===== src/sha1md_pkg.sv =====
package sha1md_pkg;

  localparam int unsigned NumChain = 5;
  localparam int unsigned NumSched = 16;
  localparam int unsigned NumRounds = 80;

  typedef logic [31:0] word_t;
  typedef logic [NumChain-1:0][31:0] chain_t;
  typedef logic [NumSched-1:0][31:0] sched_t;
  typedef logic [6:0] round_idx_t;

  localparam chain_t HInit = {32'hC3D2E1F0, 32'h10325476, 32'h98BADCFE,
                              32'hEFCDAB89, 32'h67452301};

  localparam word_t K0 = 32'h5A827999;
  localparam word_t K1 = 32'h6ED9EBA1;
  localparam word_t K2 = 32'h8F1BBCDC;
  localparam word_t K3 = 32'hCA62C1D6;

  localparam logic [7:0] PadMarker = 8'h80;
  localparam logic [5:0] LenPos = 6'd56;
  localparam round_idx_t LastRound = 7'(NumRounds - 1);
  localparam logic [2:0] LastWord = 3'(NumChain - 1);

  typedef enum logic [2:0] {
    ST_IDLE,
    ST_ROUND,
    ST_ADD,
    ST_PAD,
    ST_OUT
  } state_e;

  // what the sequencer tells the round unit
  typedef struct packed {
    round_idx_t rnd;
  } round_ctrl_t;

  function automatic word_t rotl(word_t x, int unsigned n);
    return (x << n) | (x >> (32 - n));
  endfunction

endpackage


===== src/sha1md_in_if.sv =====
interface sha1md_in_if;
  logic       valid;
  logic       ready;
  logic [7:0] data_byte;
  logic       byte_present;
  logic       final_item;

  modport source (output valid, output data_byte, output byte_present,
                  output final_item, input ready);
  modport sink (input valid, input data_byte, input byte_present,
                input final_item, output ready);
endinterface


===== src/sha1md_out_if.sv =====
interface sha1md_out_if;
  logic        valid;
  logic        ready;
  logic [31:0] digest_word;
  logic [2:0]  word_number;
  logic        digest_done;

  modport source (output valid, output digest_word, output word_number,
                  output digest_done, input ready);
  modport sink (input valid, input digest_word, input word_number,
                input digest_done, output ready);
endinterface


===== src/sha1md_round.sv =====
module sha1md_round (
  input  sha1md_pkg::round_ctrl_t ctrl_i,
  input  sha1md_pkg::chain_t      vars_i,
  input  sha1md_pkg::word_t       w_i,
  output sha1md_pkg::chain_t      vars_o
);
  import sha1md_pkg::*;

  word_t a, b, c, d, e;
  word_t f, k, tmp;

  assign a = vars_i[0];
  assign b = vars_i[1];
  assign c = vars_i[2];
  assign d = vars_i[3];
  assign e = vars_i[4];

  always_comb begin
    if (ctrl_i.rnd < 7'd20) begin
      f = (b & c) | (~b & d);
      k = K0;
    end else if (ctrl_i.rnd < 7'd40) begin
      f = b ^ c ^ d;
      k = K1;
    end else if (ctrl_i.rnd < 7'd60) begin
      f = (b & c) | (b & d) | (c & d);
      k = K2;
    end else begin
      f = b ^ c ^ d;
      k = K3;
    end
  end

  assign tmp = rotl(a, 5) + f + e + k + w_i;

  assign vars_o = {d, c, rotl(b, 30), a, tmp};

endmodule


===== src/sha1_message_digest_core.sv =====
// SHA-1 digest core. Message bytes come in one beat each on in_i; a beat with
// final_item set ends the message (with byte_present low it carries no byte,
// which digests an empty message). Every 64th byte starts a compression
// during which in_i is not ready: 80 rounds through the single round unit,
// one round per cycle, then a fold of the working words into the chaining
// words. After the final beat the core generates the 0x80 marker, zero fill
// and the 64-bit length one byte per cycle outside compressions (9 to 72
// bytes, one or two compressions), then presents the digest as five beats on
// out_o, H0 first, with digest_done on the fifth. The next message may start
// once the fifth beat is taken.
module sha1_message_digest_core (
  input  logic              clk_i,
  input  logic              rst_ni,
  sha1md_in_if.sink         in_i,
  sha1md_out_if.source      out_o
);
  import sha1md_pkg::*;

  state_e     state_q, state_d;
  chain_t     chain_q, chain_d;
  chain_t     vars_q, vars_d, vars_next;
  sched_t     sched_q, sched_d;
  logic [23:0] acc_q, acc_d;
  logic [5:0] fill_q, fill_d;
  logic [63:0] bits_q, bits_d;
  round_idx_t rnd_q, rnd_d;
  logic       pad_q, pad_d;
  logic       mark_q, mark_d;
  logic       lenp_q, lenp_d;
  logic [2:0] wcnt_q, wcnt_d;

  logic       push_en;
  logic [7:0] push_byte;
  logic       block_full;
  logic       len_now;
  word_t      w_expand;
  round_ctrl_t rctrl;

  assign rctrl.rnd = rnd_q;
  assign w_expand = rotl(sched_q[13] ^ sched_q[8] ^ sched_q[2] ^ sched_q[0], 1);

  sha1md_round u_round (
    .ctrl_i (rctrl),
    .vars_i (vars_q),
    .w_i    (sched_q[0]),
    .vars_o (vars_next)
  );

  assign block_full = push_en && (fill_q == 6'd63);
  assign len_now = mark_q && (lenp_q || (fill_q == LenPos));

  always_comb begin
    state_d = state_q;
    chain_d = chain_q;
    vars_d = vars_q;
    sched_d = sched_q;
    acc_d = acc_q;
    fill_d = fill_q;
    bits_d = bits_q;
    rnd_d = rnd_q;
    pad_d = pad_q;
    mark_d = mark_q;
    lenp_d = lenp_q;
    wcnt_d = wcnt_q;
    push_en = 1'b0;
    push_byte = 8'h00;
    in_i.ready = 1'b0;

    unique case (state_q)
      ST_IDLE: begin
        in_i.ready = 1'b1;
        if (in_i.valid) begin
          push_en = in_i.byte_present;
          push_byte = in_i.data_byte;
          if (in_i.byte_present) begin
            bits_d = bits_q + 64'd8;
          end
          if (in_i.final_item) begin
            pad_d = 1'b1;
            state_d = ST_PAD;
          end
        end
      end
      ST_PAD: begin
        push_en = 1'b1;
        mark_d = 1'b1;
        if (!mark_q) begin
          push_byte = PadMarker;
        end else if (len_now) begin
          // length goes out msb first
          push_byte = bits_q[63:56];
          bits_d = {bits_q[55:0], 8'h00};
          lenp_d = 1'b1;
        end
      end
      ST_ROUND: begin
        vars_d = vars_next;
        sched_d = {w_expand, sched_q[NumSched-1:1]};
        rnd_d = rnd_q + 7'd1;
        if (rnd_q == LastRound) begin
          state_d = ST_ADD;
        end
      end
      ST_ADD: begin
        for (int i = 0; i < NumChain; i++) begin
          chain_d[i] = chain_q[i] + vars_q[i];
        end
        if (lenp_q) begin
          state_d = ST_OUT;
        end else if (pad_q) begin
          state_d = ST_PAD;
        end else begin
          state_d = ST_IDLE;
        end
      end
      ST_OUT: begin
        if (out_o.ready) begin
          // shift the digest out and refill with the initial values
          chain_d = {HInit[wcnt_q], chain_q[NumChain-1:1]};
          wcnt_d = wcnt_q + 3'd1;
          if (wcnt_q == LastWord) begin
            wcnt_d = 3'd0;
            pad_d = 1'b0;
            mark_d = 1'b0;
            lenp_d = 1'b0;
            bits_d = 64'd0;
            state_d = ST_IDLE;
          end
        end
      end
      default: state_d = ST_IDLE;
    endcase

    if (push_en) begin
      acc_d = {acc_q[15:0], push_byte};
      fill_d = fill_q + 6'd1;
      if (fill_q[1:0] == 2'd3) begin
        sched_d = {{acc_q, push_byte}, sched_q[NumSched-1:1]};
      end
    end
    if (block_full) begin
      vars_d = chain_q;
      rnd_d = '0;
      state_d = ST_ROUND;
    end
  end

  assign out_o.valid = (state_q == ST_OUT);
  assign out_o.digest_word = chain_q[0];
  assign out_o.word_number = wcnt_q;
  assign out_o.digest_done = (wcnt_q == LastWord);

  always_ff @(posedge clk_i or negedge rst_ni) begin
    if (!rst_ni) begin
      state_q <= ST_IDLE;
      chain_q <= HInit;
      fill_q <= '0;
      bits_q <= '0;
      rnd_q <= '0;
      pad_q <= 1'b0;
      mark_q <= 1'b0;
      lenp_q <= 1'b0;
      wcnt_q <= '0;
    end else begin
      state_q <= state_d;
      chain_q <= chain_d;
      fill_q <= fill_d;
      bits_q <= bits_d;
      rnd_q <= rnd_d;
      pad_q <= pad_d;
      mark_q <= mark_d;
      lenp_q <= lenp_d;
      wcnt_q <= wcnt_d;
    end
  end

  always_ff @(posedge clk_i) begin
    vars_q <= vars_d;
    sched_q <= sched_d;
    acc_q <= acc_d;
  end

endmodule


===== src/flat_wrapper.sv =====
// flat-port wrapper written by rule: the top's interface ports become plain ports
module sha1_message_digest_core_flat import sha1md_pkg::*;
  (clk_i, rst_ni, in_i_valid, in_i_data_byte, in_i_byte_present, in_i_final_item, in_i_ready, out_o_valid, out_o_digest_word, out_o_word_number, out_o_digest_done, out_o_ready);
  sha1md_in_if in_i_i ();
  sha1md_out_if out_o_i ();
  input  logic clk_i;
  input  logic rst_ni;
  input wire logic [$bits(in_i_i.valid)-1:0] in_i_valid;
  input wire logic [$bits(in_i_i.data_byte)-1:0] in_i_data_byte;
  input wire logic [$bits(in_i_i.byte_present)-1:0] in_i_byte_present;
  input wire logic [$bits(in_i_i.final_item)-1:0] in_i_final_item;
  output wire logic [$bits(in_i_i.ready)-1:0] in_i_ready;
  output wire logic [$bits(out_o_i.valid)-1:0] out_o_valid;
  output wire logic [$bits(out_o_i.digest_word)-1:0] out_o_digest_word;
  output wire logic [$bits(out_o_i.word_number)-1:0] out_o_word_number;
  output wire logic [$bits(out_o_i.digest_done)-1:0] out_o_digest_done;
  input wire logic [$bits(out_o_i.ready)-1:0] out_o_ready;
  assign in_i_i.valid = in_i_valid;
  assign in_i_i.data_byte = in_i_data_byte;
  assign in_i_i.byte_present = in_i_byte_present;
  assign in_i_i.final_item = in_i_final_item;
  assign in_i_ready = in_i_i.ready;
  assign out_o_valid = out_o_i.valid;
  assign out_o_digest_word = out_o_i.digest_word;
  assign out_o_word_number = out_o_i.word_number;
  assign out_o_digest_done = out_o_i.digest_done;
  assign out_o_i.ready = out_o_ready;
  sha1_message_digest_core u_core (.clk_i(clk_i), .rst_ni(rst_ni), .in_i(in_i_i), .out_o(out_o_i));
endmodule

===== config.mk =====
export PLATFORM = sky130hd
export DESIGN_NAME = sha1_message_digest_core_flat
export DESIGN_NICKNAME = d
export VERILOG_FILES = /design/src/sha1md_pkg.sv /design/src/sha1md_in_if.sv /design/src/sha1md_out_if.sv /design/src/sha1md_round.sv /design/src/sha1_message_digest_core.sv /design/src/flat_wrapper.sv
export SDC_FILE = /design/constraint.sdc
export NUM_CORES = 2
export LEC_CHECK = 0
export ABC_CLOCK_PERIOD_IN_PS = 12900
export BUFFER_PORTS_ARGS = -buffer_cell sky130_fd_sc_hd__clkbuf_2
export CAP_MARGIN = 20
export CORE_MARGIN = 8
export CORE_UTILIZATION = 40
export CTS_CLUSTER_DIAMETER = 40
export CTS_CLUSTER_SIZE = 8
export DETAILED_ROUTE_END_ITERATION = 10
export PLACE_DENSITY_LB_ADDON = 0.15
export REMOVE_ABC_BUFFERS = 1
export SLEW_MARGIN = 30
export SYNTH_ARGS = -nofsm -noshare
export SYNTH_HDL_FRONTEND = slang
export SYNTH_SLANG_ARGS = --single-unit
export TNS_END_PERCENT = 5

===== constraint.sdc =====
create_clock -name clk_i -period 12.9 [get_ports clk_i]
set_input_delay 0.645 -clock clk_i [delete_from_list [all_inputs] [get_ports clk_i]]
set_output_delay 0.645 -clock clk_i [all_outputs]
set_load 0.005 [all_outputs]

# --- Yosys cells after proc, flatten, opt, wreduce, memory -nomap -nowiden ---
# Memories as Yosys holds them, arrays and structs flattened.
# Index checks and enable logic that the tools add are counted.
word_totals:
  rom_bits: 256
  inputBits: 14
  n_memories: 1
  word_cells: 156
  out_inout_bits: 38
  ff_bits: 942
memory_table:
  columns: ["memory", "words", "width", "rd", "rd_ports_with_merged_regs", "write_ports", "line_no", "source"]
  rows:
  - ["(name not given)", 8, 32, 1, 0, 0, "sha1_message_digest_core.sv:119", "chain_d = {HInit[wcnt_q], chain_q[NumChain-1:1]};"]
classes:
  n_lt_le_gt_ge: 4
  n_reduce_logical: 16
  bitwise: 16
  n_eq_ne: 22
  addsub: 13
  n_mux: 49
ops:
  columns: ["operator", "count"]
  rows:
  - ["$mux W512", 3]
  - ["$mux W160", 3]
  - ["$mux W64", 6]
  - ["$pmux W160 S2", 1]
  - ["$add A32 B32 Y32", 9]
  - ["$mux W32", 6]
  - ["$pmux W64 S3", 1]
  - ["$xor A32 B32 Y32", 5]
  - ["$and A32 B32 Y32", 4]
  - ["$or A32 B32 Y32", 3]
  - ["$add A64 B4 Y64 const B", 1]
  - ["$not A32 Y32", 1]
  - ["$or A32 B1 Y32", 1]
  - ["$or A32 B30 Y32", 1]
  - ["$or A32 B5 Y32", 1]
  - ["$mux W31", 1]
  - ["$mux W3", 8]
  - ["$mux W8", 3]
  - ["$pmux W8 S2", 1]
  - ["$pmux W3 S5", 1]
  - ["$lt A7 B6 Y1 const B", 2]
  - ["$mux W7", 2]
  - ["$eq A6 B6 Y1 const B", 2]
  - ["$ne A2 B1 Y1 const B", 5]
  - ["26 further kinds", 49]

# --- Depth between registers and ports, before layout ---
depth:
  ltp_word: 12
  depth_mapped: 28
  ltp_nobuf: 26

# --- Modules after synthesis ---
# From an unflattened synthesis, not the netlist that was laid out.
unflattened:
  cells_unflattened: 5279
  area_unflattened_um2: 51300.5
modules_own_cells:
  columns: ["mod", "cells_per_inst", "seq_area_each_um2", "area_per_inst_um2", "instances"]
  rows:
  - ["sha1_message_digest_core", 4498, 21956.1, 44685.4, 1]
  - ["sha1md_round", 781, 0.0, 6615.1, 1]

# --- Worst setup path after synthesis ---
# OpenSTA, ideal clock, no wires.
synth_path:
  path_type: "register -> register"
  start: "reg u_core.state_q[0]"
  end: "reg u_core.vars_q[0] (netlist name), enable pin"
  n_path_buf: 1
  setup_slack_ps: 99
  path_stages_with_launch: 4
  period_less_slack_ps: 12801
  t_arrival_ps: 11900
  setup_ps: 901
  t_required_ps: 11999
  path_cell_list: "dfrtp_1 -> clkbuf_1 -> nand2b_1 -> o21ai_0"
synth_via:
  elab_chain_len: 4
  word_cells_on_any_way: 6
  cone_classes: "2 x eq/ne; 1 x mux; 3 x reduce/logical"
synth_lines:
  columns: ["item", "line_no", "source"]
  rows:
  - ["start, declared", "sha1_message_digest_core.sv:19", "state_e state_q, state_d;"]
  - ["start signal, assigned", "sha1_message_digest_core.sv:165", "state_q <= state_d;"]
  - ["$eq A3 B2 Y1 / $logic_not A3 Y1 (equally long branches)", "sha1_message_digest_core.sv:69", "unique case (state_q)"]
  - ["$pmux W1 S2", "sha1_message_digest_core.sv:69", null]
  - ["$logic_and A1 B1 Y1", "sha1_message_digest_core.sv:49", "assign block_full = push_en && (fill_q == 6'd63);"]
  - ["$reduce_bool A2 Y1 (no source line) (*)", null, null]
  - ["end signal, assigned", "sha1_message_digest_core.sv:178", "vars_q <= vars_d;"]
  - ["end, declared", "sha1_message_digest_core.sv:21", "chain_t vars_q, vars_d, vars_next;"]
# Mark *: on every way between the ends. The rest lies on a longest branch, timed or not.
# A chain may end at the register's enable or synchronous reset.

==> impl_metrics.py <==
metrics = {
    "worst_hold_path": {
        "hp-class": "in -> reg",
    },
    "setup_path": {
        "crit_fanout": 32,
        "worst_path_most_repeated_cell": "fa_1",
        "end_kind": "flip-flop",
        "start_kind": "flip-flop",
        "critPathMaxStageDelay_ps": 700,
        "required_ps": 13380,
        "cp_cell_sequence": "nand4_1, nor2b_1, inv_2, nor2_1, inv_2, nand2_1, buf_4, nor2_1, a211oi_1, fa_1, inv_1, fa_1, fa_1, inv_1, ha_1, a211oi_1, o211ai_1, a41oi_1, or3_1, a21oi_1, or3_1, a21oi_1, xor2_1, o21ai_1",
        "crit_arrival_ps": 7320,
        "crit_slowest_cell": "a41oi_1",
        "worstSetupPathType": "reg -> reg",
    },
    "outcome": {
        "outcome": "complete, no violations",
    },
    "timing": {
        "setup_slack_ps": 6060,
        "setup_tns_ps": 0,
        "skew_ps": 30.1,
        "finalCriticalPeriod_ps": 6840,
        "hold_viol": 0,
        "rsz0062_at_grt": "no",
        "period_share_pct": 53.0,
        "finalSetupViolCount": 0,
        "drv_slew": 0,
        "worstMarginPinSlew_ps": 979,
        "relSlewSlack_pct": 34.8,
        "fmax_mhz": 146,
        "hold-worst-slack_ps": 208,
    },
    "place": {
        "numPortBuffers": 51,
        "gp_congestion": 0.881,
        "hpwl_microns": 96300,
        "place_ws_ps": 6160,
        "placedInstanceArea_sq_um": 51800,
    },
    "routing": {
        "antenna_left": 0,
        "drc": 0,
        "vias": 36895,
        "totalWireLength_microns": 138000,
        "first_iter_violations": 2780,
        "wl_per_cell_microns": 20.2,
        "first_pass_iters": 6,
        "drt-vias-per-instance": 5.37,
    },
    "cts": {
        "htree_levels": 4,
        "cts_sinks": 939,
        "cts_buffer_depth": 3,
        "cts_tree": "yes",
        "cts_buffers": 169,
        "post_cts_buffers": 0,
        "clock_latency_ps": 790,
        "root_buffer": "clkbuf_16",
        "cts.reportedPaths.clkPinSlew_ps": 50,
    },
    "global_route": {
        "grt_antenna_before_repair": 3,
        "grt-ovfl-total": 0,
        "grt_pass1_vias": 35783,
        "grt_max_degree": 135,
        "grt_pass1_wl_microns": 214000,
        "track_usage_pct": 19.9,
    },
    "die": {
        "core_sq_um": 125000,
        "dieWidth_microns": 370,
        "die_y_microns": 370,
        "dieArea_sq_um": 137000,
        "num_io_pins": 52,
        "rows": 130,
        "initial_utilization_pct": 40.1,
    },
    "logic_synthesis": {
        "synth_area_sq_um": 50200,
        "synth-main-ff-cell": "dfxtp_1",
        "yosysWarnings": 0,
        "ys_types": 100,
        "synth-seq-area-share_pct": 43.8,
        "synth_async_sr_flop_share_pct": 25.9,
        "synth_seq_cells": 939,
        "synth_edf_count": 184,
        "avgSynthCellArea_sq_um": 9.85,
        "syn_inst": 5096,
    },
    "run": {
        "drv_cap": 0,
    },
    "finish": {
        "synthToLayoutAreaGrowth_pct": 14.5,
        "fin_area_sq_um": 57500,
        "fillers": 11785,
        "final_nets": 5459,
        "drive_gt1_share_pct": 18.2,
    },
}
[critical path, delay by kind of cell, from the launching register on]
kind / cells / cell delay (ps)
AO/OA/AOI/OAI: 7 / 1940
XOR/XNOR: 1 / 170
adder cells (fa/ha/maj): 4 / 1570
buffers and inverters: 5 / 800
flip-flops: 1 / 440
AND/OR/NAND/NOR: 7 / 1600
[per-stage QoR]
step           instances  util, %
2_1_floorplan       4836        -
3_3_place_gp        6572     41.4
3_5_place_dp        6572     41.4
4_1_cts             6866     45.9
5_1_grt             6866     45.9
6_report            6868     45.9
[layout make-up]
cell class	count	area [sq um]	area share [%]
inverter	238	898	1.56
antenna	2	5.00	0.00871
sequential	939	22000	38.2
clock buffer	236	4780	8.32
multi-input combinational	3659	26300	45.8
tap	1650	2060	3.59
timing repair buffer	87	612	1.06
clock inverter	57	830	1.44
[routing by layer]
| metal | GRT usage, % | share of wire (%) | up-vias |
|---|---|---|---|
| li1 | - | - | 17839 |
| met1 | 27.2 | 46 | 17907 |
| met2 | 31.1 | 45 | 921 |
| met3 | 4.44 | 5.9 | 228 |
| met4 | 6.88 | 3.0 | 0 |
| met5 | 0 | 0 | - |
[registers in the layout, indices dropped and copies added (netlist names)]
signal,cells
u_core.vars_q,160
u_core.state_q,3
u_core.chain_q,128
u_core.out_o.word_number,3
u_core.pad_q,1
u_core.lenp_q,1
u_core.bits_q,61
u_core.sched_q,512
u_core.fill_q,6
u_core.mark_q,1
u_core.rctrl,7
u_core.acc_q,24
u_core.out_o.digest_word,32
[cells by family (layout without fill, tap and decap cells)]
logic type,count (synthesis),after routing,share of synthesized area (%)
AND/OR/NAND/NOR,1444,1444,12.7
AO/OA/AOI/OAI,1116,1116,13.4
flip-flops,939,939,43.8
buffers and inverters,498,618,4.05
multiplexers,497,497,11.1
adder cells (fa/ha/maj),351,351,10.6
XOR/XNOR,251,251,4.38
other,0,2,0
[Yosys cell counts (all sizes together) (21+ instances only)]
| cell type | count | area (sq um) |
|---|---|---|
| nor3 | 68 | 345 |
| o32ai | 23 | 201 |
| o21ai | 409 | 2070 |
| and3 | 65 | 407 |
| inv | 238 | 893 |
| buf | 84 | 475 |
| a21o | 74 | 557 |
| dfstp | 80 | 2100 |
| nor2b | 53 | 334 |
| dfxtp | 512 | 10200 |
| clkbuf | 176 | 661 |
| nand4 | 23 | 156 |
| nand2b | 24 | 150 |
| nor2 | 314 | 1180 |
| a31oi | 58 | 397 |
| mux2 | 478 | 5380 |
| a21oi | 341 | 1730 |
| nor4 | 27 | 205 |
| nand2 | 734 | 2760 |
| dfrtp | 163 | 4080 |
| a211oi | 21 | 158 |
| o21a | 27 | 203 |
| edfxtp | 184 | 5530 |
| xnor2 | 183 | 1600 |
| ha | 226 | 2830 |
| fa | 125 | 2500 |
| xor2 | 68 | 596 |
| nand3 | 75 | 380 |
[final timing paths]
kind / from / to / slack (ps) / cells past startpoint
min: out_o_ready / u_core.out_o.word_number[2]$_DFFE_PN0P_ / 210 / 3
min reg2reg: u_core.acc_q[15]$_DFFE_PP_ / u_core.acc_q[23]$_DFFE_PP_ / 450 / 0
max: u_core.rctrl[2]$_DFFE_PN0P_ / u_core.vars_q[24]$_DFFE_PP_ / 6060 / 24
max reg2reg: u_core.rctrl[2]$_DFFE_PN0P_ / u_core.vars_q[24]$_DFFE_PP_ / 6060 / 24
min in group asynchronous: rst_ni / u_core.out_o.digest_word[28]$_DFFE_PN0P_ / 400 / 2
max in group asynchronous: rst_ni / u_core.bits_q[57]$_DFFE_PN0P_ / 9840 / 5
[layout by cell type, fill, tap and decap left out, types with 23 or more instances in the layout]
cell,n
edfxtp_1,184
xnor2_1,183
ha_1,226
and3_1,64
clkbuf_16,175
nand2b_1,24
a31oi_1,54
dfrtp_1,163
nor2_1,310
inv_1,233
a21o_1,72
dfxtp_1,512
fa_1,125
o21a_1,27
nor2b_1,52
nand2_1,733
clkbuf_2,50
nor4_1,24
mux2_2,477
buf_4,27
xor2_1,68
o21ai_1,88
clkbuf_1,44
nand3_1,73
nor3_1,66
a21oi_1,335
o21ai_0,314
o32ai_1,23
dfstp_2,80
[what timing repair did]
action                                 in CTS  in global routing
resized for setup                           0                  0
hold buffers                                1                  0
endpoints found under the hold margin      28                  0
Power is not shown: default switching activity piles up to over one toggle a cycle in this logic, so the estimate is an artifact.
